==> config.mk <==
export PLATFORM = sky130hd
export DESIGN_NAME = utf8c_back_flat
export DESIGN_NICKNAME = d
export VERILOG_FILES = /design/src/rtl/utf8c_pkg.sv /design/src/rtl/utf8c_if.sv /design/src/rtl/utf8c_back.sv /design/src/flat_wrapper.sv
export SDC_FILE = /design/constraint.sdc
export NUM_CORES = 1
export LEC_CHECK = 0
export BUFFER_PORTS_ARGS = -buffer_cell sky130_fd_sc_hd__buf_2
export CORE_UTILIZATION = 50
export CTS_BUF_LIST = sky130_fd_sc_hd__clkbuf_4 sky130_fd_sc_hd__clkbuf_8
export DETAILED_ROUTE_END_ITERATION = 8
export PLACE_DENSITY = 0.73
export SETUP_SLACK_MARGIN = 0.05
export SYNTH_ARGS = -nofsm -noshare
export SYNTH_HDL_FRONTEND = slang
export SYNTH_SLANG_ARGS = --single-unit
==> constraint.sdc <==
create_clock -name clk -period 2.2 [get_ports clk]
set_input_delay 0.11 -clock clk [delete_from_list [all_inputs] [get_ports clk]]
set_output_delay 0.11 -clock clk [all_outputs]
set_load 0.01 [all_outputs]
==> src/rtl/utf8c_pkg.sv <==
// Package for the text payload checker: byte classes, second-byte rules,
// verdict codes and the classified item carried from front to back.
// No dependencies.
`default_nettype none

package utf8c_pkg;

    // Verdict codes on the result channel.
    localparam logic [1:0] VERDICT_CLEAN      = 2'd0;
    localparam logic [1:0] VERDICT_UTF8       = 2'd1;
    localparam logic [1:0] VERDICT_SUSPICIOUS = 2'd2;

    // Default depth of the queue between front and back.
    localparam int FIFO_DEPTH_DEFAULT = 2;

    // Class of one byte as seen outside a multibyte sequence.
    typedef enum logic [2:0] {
        CLS_TEXT,
        CLS_CR,
        CLS_NUL,
        CLS_LEAD,
        CLS_CONT,
        CLS_BAD
    } byte_class_t;

    // Extra limit on the byte that follows a lead byte.
    typedef enum logic [1:0] {
        RULE_NONE,
        RULE_MIN_A0,
        RULE_MIN_90,
        RULE_MAX_8F
    } second_rule_t;

    // One classified byte as queued between front and back.
    typedef struct packed {
        byte_class_t  cls;
        second_rule_t rule;
        logic [1:0]   lead_len;
        logic         ge_a0;
        logic         ge_90;
        logic         le_8f;
        logic         last;
    } class_item_t;

endpackage

`default_nettype wire

==> src/rtl/utf8c_if.sv <==
// Valid/ready channel interfaces for payload bytes and verdicts.
// No dependencies.
`default_nettype none


interface utf8c_verdict_if;
    logic       valid;
    logic       ready;
    logic [1:0] verdict;

    modport source (output valid, output verdict, input ready);
    modport sink (input valid, input verdict, output ready);
endinterface

`default_nettype wire

==> src/rtl/utf8c_back.sv <==
// Back end of the checker: runs the text/UTF-8 state and emits verdicts.
// Depends on utf8c_pkg and utf8c_verdict_if.
`default_nettype none

module utf8c_back (
    input  wire logic                   clk,
    input  wire logic                   rst_n,
    input  wire logic                   q_valid,
    input  wire utf8c_pkg::class_item_t q_item,
    output logic                        pop,
    utf8c_verdict_if.source             verdicts
);

    logic                    cr_seen_reg, cr_seen_next;
    logic                    utf8_seen_reg, utf8_seen_next;
    logic [1:0]              cont_left_reg, cont_left_next;
    utf8c_pkg::second_rule_t rule_reg, rule_next;
    logic                    rejected_reg, rejected_next;
    logic                    out_valid_reg, out_valid_next;
    logic [1:0]              verdict_reg, verdict_next;
    logic                    rule_ok;

    // A final byte needs a free output slot; other bytes drain freely.
    assign pop = q_valid && (!q_item.last || !out_valid_reg || verdicts.ready);

    assign verdicts.valid   = out_valid_reg;
    assign verdicts.verdict = verdict_reg;

    always_comb
    begin
        case (rule_reg)
            utf8c_pkg::RULE_MIN_A0: rule_ok = q_item.ge_a0;
            utf8c_pkg::RULE_MIN_90: rule_ok = q_item.ge_90;
            utf8c_pkg::RULE_MAX_8F: rule_ok = q_item.le_8f;
            default:                rule_ok = 1'b1;
        endcase
    end

    always_comb
    begin
        cr_seen_next   = cr_seen_reg;
        utf8_seen_next = utf8_seen_reg;
        cont_left_next = cont_left_reg;
        rule_next      = rule_reg;
        rejected_next  = rejected_reg;
        out_valid_next = out_valid_reg && !verdicts.ready;
        verdict_next   = verdict_reg;

        if (pop)
        begin
            if (rejected_reg)
            begin
                // Bytes after a violation are ignored until the final byte.
            end
            else if (cont_left_reg != 2'd0)
            begin
                if (q_item.cls != utf8c_pkg::CLS_CONT || !rule_ok)
                begin
                    rejected_next = 1'b1;
                end
                else
                begin
                    rule_next      = utf8c_pkg::RULE_NONE;
                    cont_left_next = cont_left_reg - 1'b1;
                    if (cont_left_reg == 2'd1)
                    begin
                        utf8_seen_next = 1'b1;
                    end
                end
            end
            else
            begin
                case (q_item.cls)
                    utf8c_pkg::CLS_NUL:
                    begin
                        if (cr_seen_reg)
                        begin
                            cr_seen_next = 1'b0;
                        end
                        else
                        begin
                            rejected_next = 1'b1;
                        end
                    end
                    utf8c_pkg::CLS_CR:
                    begin
                        cr_seen_next = 1'b1;
                    end
                    utf8c_pkg::CLS_TEXT:
                    begin
                        cr_seen_next = 1'b0;
                    end
                    utf8c_pkg::CLS_LEAD:
                    begin
                        cr_seen_next   = 1'b0;
                        cont_left_next = q_item.lead_len;
                        rule_next      = q_item.rule;
                    end
                    default:
                    begin
                        cr_seen_next  = 1'b0;
                        rejected_next = 1'b1;
                    end
                endcase
            end

            if (q_item.last)
            begin
                out_valid_next = 1'b1;
                if (rejected_next || cont_left_next != 2'd0)
                begin
                    verdict_next = utf8c_pkg::VERDICT_SUSPICIOUS;
                end
                else if (utf8_seen_next)
                begin
                    verdict_next = utf8c_pkg::VERDICT_UTF8;
                end
                else
                begin
                    verdict_next = utf8c_pkg::VERDICT_CLEAN;
                end
                cr_seen_next   = 1'b0;
                utf8_seen_next = 1'b0;
                cont_left_next = 2'd0;
                rule_next      = utf8c_pkg::RULE_NONE;
                rejected_next  = 1'b0;
            end
        end
    end

    always_ff @(posedge clk or negedge rst_n)
    begin
        if (!rst_n)
        begin
            cr_seen_reg   <= 1'b0;
            utf8_seen_reg <= 1'b0;
            cont_left_reg <= 2'd0;
            rule_reg      <= utf8c_pkg::RULE_NONE;
            rejected_reg  <= 1'b0;
            out_valid_reg <= 1'b0;
        end
        else
        begin
            cr_seen_reg   <= cr_seen_next;
            utf8_seen_reg <= utf8_seen_next;
            cont_left_reg <= cont_left_next;
            rule_reg      <= rule_next;
            rejected_reg  <= rejected_next;
            out_valid_reg <= out_valid_next;
        end
    end

    always_ff @(posedge clk)
    begin
        verdict_reg <= verdict_next;
    end

endmodule

`default_nettype wire

==> src/flat_wrapper.sv <==
// flat-port wrapper written by rule: the top's interface ports become plain ports
module utf8c_back_flat 
  (clk, rst_n, q_valid, q_item, pop, verdicts_valid, verdicts_verdict, verdicts_ready);
  utf8c_verdict_if verdicts_i ();
  input  wire logic clk;
  input  wire logic rst_n;
  input  wire logic q_valid;
  input  wire utf8c_pkg::class_item_t q_item;
  output logic pop;
  output wire logic [$bits(verdicts_i.valid)-1:0] verdicts_valid;
  output wire logic [$bits(verdicts_i.verdict)-1:0] verdicts_verdict;
  input wire logic [$bits(verdicts_i.ready)-1:0] verdicts_ready;
  assign verdicts_valid = verdicts_i.valid;
  assign verdicts_verdict = verdicts_i.verdict;
  assign verdicts_i.ready = verdicts_ready;
  utf8c_back u_core (.clk(clk), .rst_n(rst_n), .q_valid(q_valid), .q_item(q_item), .pop(pop), .verdicts(verdicts_i));
endmodule
==> results of run 1 <==
==> kinds of logic (layout without fill, tap and decap cells) <==
logic type,Yosys count,after routing,share of synthesized area [%]
and+or+nand+nor,27,27,24.4
adders and majority gates,2,2,3.76
AOI/OAI and AO/OA,22,22,24.4
muxes,2,2,3.20
buffers and inverters,9,32,5.07
DFF,10,10,39.1
==> where the power goes <==
| part | total (uW) | internal, uW | switching, uW |
|---|---|---|---|
| sequential | 210 | 200 | 10.7 |
| combinational | 105 | 45.0 | 59.6 |
| clock | 131 | 63.4 | 67.2 |
==> worst max path at each step <==
stage	to	slack, ns	cells after the start
floorplan	u_core.verdicts.verdict[0]	0.34	7
global route	u_core.verdicts.verdict[1]	0.09	6
CTS	u_core.verdicts.verdict[0]	0.09	7
detailed placement	u_core.verdicts.verdict[0]	0.10	7
global placement	u_core.verdicts.verdict[0]	0.22	7
finish	u_core.verdicts.verdict[1]	0.20	6
==> area by class of cell <==
class	instances	area share [%]
multi-input combinational	53	47.1
inverter	9	4.04
timing repair buffer	20	12.9
sequential	10	31.2
clock buffer	3	2.69
tap	14	2.09
==> routing by layer <==
layer  part of all wire [%]  up-vias  global-route usage [%]
met2                     49       37                    51.2
li1                       -      316                       -
met5                      0        -                       0
met4                    2.7        0                    10.3
met1                     41      293                    38.6
met3                    7.5        6                    6.98
==> repair_timing <==
item | in CTS | in global routing
gates resized for setup | 0 | 4
buffers inserted | 0 | 0
hold buffers | 1 | 0
endpoints found under the setup margin | 0 | 5
endpoints found under the hold margin | 8 | 0
==> cell usage after synthesis, drive strengths merged (2+ instances only) <==
cell and instances:
nand2 4, nor2b 3, o211a 2, nand2b 3, a22o 2, a21oi 2, a22oi 2, nor2 8
inv 9, edfxtp 2, dfrtp 8, ha 2, o21ai 4, a31oi 2, nor3b 2
==> cell usage in the layout, fill, tap and decap left out, types with 2 or more instances in the layout <==
master and n:
dfrtp_1 7, nand2_1 4, o21ai_0 4, inv_1 9
a31oi_1 2, ha_1 2, edfxtp_1 2, o211a_1 2
a22oi_1 2, clkbuf_4 3, nand2b_1 3, a21oi_1 2
nor2b_1 3, a22o_1 2, nor2_1 7, buf_2 18
nor3b_1 2
==> metrics by stage <==
stage	total power [uW]	instance area [um^2]
after floorplan	268	666
after global placement	307	781
after detailed placement	309	781
after CTS	436	813
after global routing	470	837
final	446	837
==> worst max-delay path, delay by kind of cell (launching register included) <==
family          cells  cell delay (ns)
compound gates      2             0.35
fa+ha+maj           1             0.29
simple gates        2             0.63
buf+inv             1             0.07
flops               1             0.41
==> reports/results.tsv, run 1 <==
stage	metric	value	unit
run_status	outcome	finished, final reports clean	
setup_path	Worst Setup End Kind	register	
clocking	CTS HTree Levels	1	
floorplanning	Starting Density	56.8	%
setup_path	CP max stage delay	0.41	ns
logic_synthesis	Yosys reg bits	10	
setup_path	Worst R2R Setup Slack	0.20	ns
logic_synthesis	Primary FF master, synth	dfrtp_1	
global_routing	vias in the first global route	652	
setup_path	r2r endpoint	u_core.verdicts.verdict[1]	
finish	final std cells w/o fill	109	
clocking	CTS tree	yes	
finish	multi-input logic area	394	um^2
sta	Max Slew Vio Count	0	
floorplanning	FP Rows	12	
route	DRC viols	0	
floorplanning	die height	38.5	um
floorplanning	Die ar.	0.00148	mm^2
sta	minimum clock period	2.00	ns
worst_hold_path	hold wc startpoint	q_item[7]	
clocking	Clock Sinks	10	
sta	clk_skew	0.00850	ns
setup_path	crit path launch	u_core.cont_left_reg[0]	
finish	Ant. Diodes	0	
logic_synthesis	post-synthesis sequential area ratio	39.1	%
logic_synthesis	Netlist cell types	33	
worst_hold_path	worst hold stages	2	
route	antenna-violating nets left	0	
placed_design	RD Place Congestion	0.896	
logic_synthesis	mean area per synthesized cell	9.24	um^2
setup_path	critical path fanouts, max	6	
sta	PnR worst setup slack	0.198	ns
setup_path	critical path class	reg -> reg	
logic_synthesis	Synth top area share	30.1	%
finish	sequential cell area	262	um^2
setup_path	critical path's slowest cell	dfrtp_2	
logic_synthesis	Syn Nets	89	
placed_design	pre-CTS setup slack	0.105	ns
clocking	clk_lat worst skew	0.27	ns
clocking	worst-case clock buffer depth	2	
sta	unrepaired setup endpoints after global routing	no	
route	Avg WL per Cell	16.2	um
finish	Final Net Count	114	
logic_synthesis	Syn. warnings	0	
route	DRT iter0 DRCs	17	
sta	Fmax	499	MHz
logic_synthesis	synth top area cells	dfrtp_1 (30%), edfxtp_1 (9.0%), inv_1 (5.1%)	
logic_synthesis	Async SR Flop Fraction	80.0	%
finish	# fillers	93	
placed_design	HPWL Detailed	1310	um
sta	hold_ws	0.0542	ns
sta	Worst slew margin	69.1	%
global_routing	first-pass GRT wire length	2970	um
global_routing	initial antenna violation count	0	
worst_hold_path	WHS Endpoint	u_core.rule_reg[1]	
logic_synthesis	mapped cell area	666	um^2
floorplanning	Top Ports	19	
global_routing	largest net degree at the start of global routing	9	
clocking	clk root buf	clkbuf_4	
sta	worst slew pin tran	0.458	ns
power	pwr/cell area	532	mW/mm^2
worst_hold_path	worst hold path class	in -> reg	
flow_run	max_cap viols	0	
global_routing	Congestion Overflow GR	0	
global_routing	GRT Util Overall	30.7	%
route	Vias	652	
sta	Setup-failing EPs final	0	
power	worst vdd ir	0.335	mV
clocking	Worst-path clk slew	0.07	ns
power	Leakage Power	0.000394	uW
setup_path	Worst EP arrival	2.02	ns
route	Vias/cell	5.98	
logic_synthesis	dominant cell type by area after synthesis	dfrtp_1	
finish	post-layout util	71.5	%
route	WL final	1770	um
placed_design	count of input and output buffers	18	
finish	share of cells above drive strength 1	31.6	%
placed_design	dpl cells	105	
setup_path	worst reg-to-reg path cell count	6	
floorplanning	core area	0.00117	mm^2
logic_synthesis	Syn Inst Count	72	
route	drt pass-1 iters	4	
sta	Final period util	91.0	%
setup_path	CP Launch Type	register	
setup_path	CP Data Required Time	2.22	ns
finish	Area Growth Syn to Fin	25.8	%
logic_synthesis	Post-synth EDFFs	2	
sta	final hold viol count	0	
sta	final setup TNS	0	ns
setup_path	crit path cell chain	inv_1, ha_1, nor4b_4, o211a_1, a22oi_1, or3_4	
setup_path	FF-to-FF Start	u_core.cont_left_reg[0]	
clocking	CTS buffer count	3	
floorplanning	die width	38.5	um
Note: power is estimated with default switching activity, not from simulation.
==> run 2: changes to the inputs <==
--- a/config.mk
+++ b/config.mk
@@ -6,10 +6,12 @@
 export NUM_CORES = 1
 export LEC_CHECK = 0
 export BUFFER_PORTS_ARGS = -buffer_cell sky130_fd_sc_hd__buf_2
+export CORE_MARGIN = 4
 export CORE_UTILIZATION = 50
 export CTS_BUF_LIST = sky130_fd_sc_hd__clkbuf_4 sky130_fd_sc_hd__clkbuf_8
 export DETAILED_ROUTE_END_ITERATION = 8
 export PLACE_DENSITY = 0.73
+export REMOVE_ABC_BUFFERS = 1
 export SETUP_SLACK_MARGIN = 0.05
 export SYNTH_ARGS = -nofsm -noshare
 export SYNTH_HDL_FRONTEND = slang
==> reports/results.tsv, run 2 (synthesis gave the netlist of run 1 again) <==
stage	metric	value	unit
setup_path	crit path cell chain	inv_1, ha_1, nor4b_4, o211a_1, a22oi_1, or3_4	
sta	final hold viol count	0	
placed_design	count of input and output buffers	18	
worst_hold_path	worst hold path class	in -> reg	
finish	final std cells w/o fill	110	
placed_design	RD Place Congestion	0.897	
clocking	worst-case clock buffer depth	2	
sta	unrepaired setup endpoints after global routing	no	
clocking	Clock Sinks	10	
route	uppermost layer routed	met4	
power	Leakage Power	0.000401	uW
setup_path	critical path class	reg -> reg	
power	worst vdd ir	0.321	mV
route	WL final	1870	um
finish	most common cell after layout, fill and taps aside	buf_2	
route	Avg WL per Cell	17.0	um
finish	most frequent cells in the layout	buf_2 (18), inv_1 (9), nor2_1 (7), dfrtp_1 (7)	
floorplanning	Top Ports	19	
sta	minimum clock period	2.02	ns
sta	worst slew pin tran	0.440	ns
global_routing	initial antenna violation count	0	
sta	Fmax	495	MHz
sta	Max Slew Vio Count	0	
sta	Final period util	91.8	%
clocking	clk_lat worst skew	0.28	ns
finish	share of cells above drive strength 1	32.3	%
global_routing	first-pass GRT wire length	2920	um
route	Vias	655	
global_routing	largest net degree at the start of global routing	9	
flow_run	max_cap viols	0	
sta	Worst slew margin	70.3	%
power	Tot Pwr	493	uW
clocking	Worst-path clk slew	0.07	ns
placed_design	HPWL Detailed	1360	um
global_routing	vias in the first global route	669	
global_routing	Congestion Overflow GR	0	
route	DRC viols	0	
clocking	CTS buffer count	3	
placed_design	dpl cells	105	
route	Vias/cell	5.95	
clocking	CTS HTree Levels	1	
clocking	clk root buf	clkbuf_4	
floorplanning	Starting Density	56.1	%
setup_path	CP Data Required Time	2.22	ns
finish	Ant. Diodes	0	
run_status	outcome	finished, final reports clean	
setup_path	Worst Setup End Kind	register	
floorplanning	core area	0.00119	mm^2
power	pwr/cell area	581	mW/mm^2
route	DRT iter0 DRCs	26	
route	drt pass-1 iters	4	
route	M1 wire length	755	um
sta	final setup TNS	0	ns
floorplanning	die height	44.5	um
floorplanning	FP Rows	12	
setup_path	CP Launch Type	register	
finish	Final Net Count	114	
sta	Setup-failing EPs final	0	
finish	Area Growth Syn to Fin	27.4	%
setup_path	critical path's slowest cell	dfrtp_2	
global_routing	GRT Util Overall	20.8	%
setup_path	critical path fanouts, max	6	
route	antenna-violating nets left	0	
floorplanning	die width	44.5	um
route	routed length on met3	140	um
setup_path	Worst EP arrival	2.04	ns
sta	clk_skew	0.00484	ns
setup_path	CP max stage delay	0.43	ns
route	WL met2	941	um
clocking	CTS tree	yes	
floorplanning	Die ar.	0.00198	mm^2
run 2: stage by stage:
step	worst slack [ns]	utilization [%]	hold WS (ns)	cell area, um^2
floorplan	0.342	-	-0.186	666
global placement	0.213	65.8	-0.0318	781
detailed placement	0.109	65.8	-0.0333	781
CTS	0.111	69.7	0.0529	827
global route	0.0764	71.5	0.0517	848
finish	0.181	71.5	0.0543	848
run 2: area by class of cell:
cell class	count	area (um^2)
timing repair buffer	20	108
inverter	9	33.8
multi-input combinational	53	392
clock buffer	4	36.3
tap	14	17.5
fill	91	338
sequential	10	262
run 2: where the power goes:
part / total, uW / internal, uW / switching (uW)
combinational: 106 / 45.0 / 61.3
clock: 175 / 101 / 74.5
sequential: 211 / 200 / 11.6
total: 493 / 345 / 148
run 2: layer usage:
metal / vias to the layer above / GRT usage (%)
met5: - / 0
met2: 30 / 32.7
met1: 306 / 23.1
met3: 5 / 7.72
li1: 314 / -
met4: 0 / 13.9
run 2: path summary, 6_finish.rpt:
path,startpoint,endpoint,slack (ns),cells past startpoint
hold / removal,q_item[6],u_core.rule_reg[0],0.05,2
setup / recovery,u_core.cont_left_reg[0],u_core.verdicts.verdict[1],0.18,6
min in group asynchronous,rst_n,u_core.rejected_reg,0.20,2
hold reg to reg,u_core.utf8_seen_reg,u_core.utf8_seen_reg,0.50,2
setup reg to reg,u_core.cont_left_reg[0],u_core.verdicts.verdict[1],0.18,6
max in group asynchronous,rst_n,u_core.cont_left_reg[0],1.80,2
run 2: what timing repair did:
item,in CTS,in global routing
endpoints found under the setup margin,0,5
gates resized for setup,0,4
hold buffers,1,0
endpoints found under the hold margin,8,0
buffers inserted,0,0
run 2: worst max-delay path, delay by kind of cell (launching register included):
| kind | cells | cell delay [ns] |
|---|---|---|
| compound gates | 2 | 0.34 |
| fa+ha+maj | 1 | 0.30 |
| buf+inv | 1 | 0.08 |
| flops | 1 | 0.43 |
| simple gates | 2 | 0.63 |
==> run 3: changes to the inputs <==
--- a/config.mk
+++ b/config.mk
@@ -7,10 +7,10 @@
 export LEC_CHECK = 0
 export BUFFER_PORTS_ARGS = -buffer_cell sky130_fd_sc_hd__buf_2
 export CORE_MARGIN = 4
-export CORE_UTILIZATION = 50
+export CORE_UTILIZATION = 31
 export CTS_BUF_LIST = sky130_fd_sc_hd__clkbuf_4 sky130_fd_sc_hd__clkbuf_8
 export DETAILED_ROUTE_END_ITERATION = 8
-export PLACE_DENSITY = 0.73
+export PLACE_DENSITY = 0.48
 export REMOVE_ABC_BUFFERS = 1
 export SETUP_SLACK_MARGIN = 0.05
 export SYNTH_ARGS = -nofsm -noshare
==> reports/results.tsv, run 3 (synthesis gave the netlist of run 1 again) <==
stage	metric	value	unit
placed_design	count of input and output buffers	18	
floorplanning	die width	54.3	um
placed_design	RD Place Congestion	0.841	
route	Vias/cell	5.24	
setup_path	worst reg-to-reg path cell count	6	
route	DRT iter0 DRCs	26	
clocking	clk root buf	clkbuf_4	
sta	clk_skew	0.00284	ns
sta	Fmax	494	MHz
power	worst vdd ir	0.191	mV
sta	unrepaired setup endpoints after global routing	no	
global_routing	initial antenna violation count	0	
floorplanning	core area	0.00200	mm^2
floorplanning	FP Rows	16	
sta	Setup-failing EPs final	0	
floorplanning	Top Ports	19	
route	antenna-violating nets left	0	
global_routing	vias in the first global route	618	
clocking	CTS buffer count	3	
finish	most frequent cells in the layout	buf_2 (18), inv_1 (9), dfrtp_1 (8), nor2_1 (7)	
route	drt pass-1 iters	4	
sta	worst slew pin tran	0.372	ns
setup_path	CP Data Required Time	2.22	ns
clocking	Worst-path clk slew	0.07	ns
clocking	CTS HTree Levels	1	
global_routing	first-pass GRT wire length	2820	um
power	pwr/cell area	529	mW/mm^2
route	DRC viols	0	
route	Vias	645	
route	WL final	1740	um
floorplanning	Die ar.	0.00295	mm^2
flow_run	max_cap viols	0	
worst_hold_path	worst hold path class	in -> reg	
placed_design	HPWL Detailed	1280	um
sta	Final period util	92.1	%
sta	final hold viol count	0	
global_routing	GRT Util Overall	13.3	%
clocking	worst-case clock buffer depth	2	
placed_design	pre-CTS setup slack	0.202	ns
worst_hold_path	worst hold stages	2	
power	Leakage Power	0.000397	uW
global_routing	largest net degree at the start of global routing	9	
finish	share of cells above drive strength 1	29.2	%
setup_path	critical path fanouts, max	6	
sta	final setup TNS	0	ns
setup_path	critical path class	reg -> reg	
run_status	outcome	finished, final reports clean	
floorplanning	die height	54.3	um
finish	# fillers	209	
clocking	clk_lat worst skew	0.27	ns
route	Avg WL per Cell	14.1	um
global_routing	Congestion Overflow GR	0	
finish	Final Net Count	114	
finish	Area Growth Syn to Fin	27.6	%
clocking	Clock Sinks	10	
sta	PnR worst setup slack	0.174	ns
floorplanning	Starting Density	33.2	%
setup_path	Worst Setup End Kind	register	
sta	Worst slew margin	74.9	%
setup_path	Worst EP arrival	2.05	ns
sta	minimum clock period	2.03	ns
sta	Max Slew Vio Count	0	
clocking	CTS tree	yes	
finish	Ant. Diodes	0	
finish	most common cell after layout, fill and taps aside	buf_2	
setup_path	CP Launch Type	register	
[run 3: per-layer routing]
layer	GRT usage, %	up-vias	share of wire (%)
met3	3.00	5	8.9
met1	18.7	293	45
met4	6.22	0	2.5
li1	-	315	-
met2	19.1	32	44
met5	0	-	0
[run 3: stage by stage]
stage	instances	area, um^2	hold WS, ns	utilization (%)	total power, uW
CTS	123	833	0.0553	41.6	448
global route	123	850	0.0593	42.4	477
floorplan	72	666	-0.186	-	268
detailed placement	118	797	-0.0258	39.8	308
global placement	118	797	-0.0226	39.8	311
finish	123	850	0.0579	42.4	450
[run 3: area by class of cell]
class	instances	area, um^2	area share [%]
Multi-Input combinational cell	53	388	45.7
Tap cell	27	33.8	3.98
Clock inverter	1	3.75	0.442
Clock buffer	3	22.5	2.65
Inverter	9	33.8	3.98
Timing Repair Buffer	20	108	12.7
Sequential cell	10	260	30.6
[run 3: repair_timing]
| action | CTS | global route |
|---|---|---|
| setup endpoints to repair | 0 | 3 |
| buffers inserted | 0 | 0 |
| hold endpoints to repair | 8 | 0 |
| hold buffers | 1 | 0 |
| gates resized for setup | 0 | 2 |
[run 3: path summary, 6_finish.rpt]
check                                             start                    endpoint  slack [ns]
worst max-delay path            u_core.cont_left_reg[0]  u_core.verdicts.verdict[1]        0.17
worst min-delay path                          q_item[6]          u_core.rule_reg[0]        0.06
worst max register to register  u_core.cont_left_reg[0]  u_core.verdicts.verdict[1]        0.17
worst min register to register     u_core.utf8_seen_reg        u_core.utf8_seen_reg        0.50
max in group asynchronous                         rst_n          u_core.cr_seen_reg        1.82
min in group asynchronous                         rst_n         u_core.rejected_reg        0.20
[run 3: power by group]
group / switching (uW) / internal [uW] / total [uW] / leakage, uW
clock network: 71.1 / 65.7 / 137 / 0.0000154
registers: 10.2 / 200 / 210 / 0.000125
logic: 58.5 / 44.9 / 103 / 0.000256
total: 140 / 310 / 450 / 0.000397
[run 3: critical path, cell delays in order, from the launching register on]
cell,delay [ns]
dfrtp_1,0.42
inv_1,0.09
ha_1,0.29
nor4b_4,0.28
o211a_1,0.23
a22oi_1,0.11
or3_4,0.35
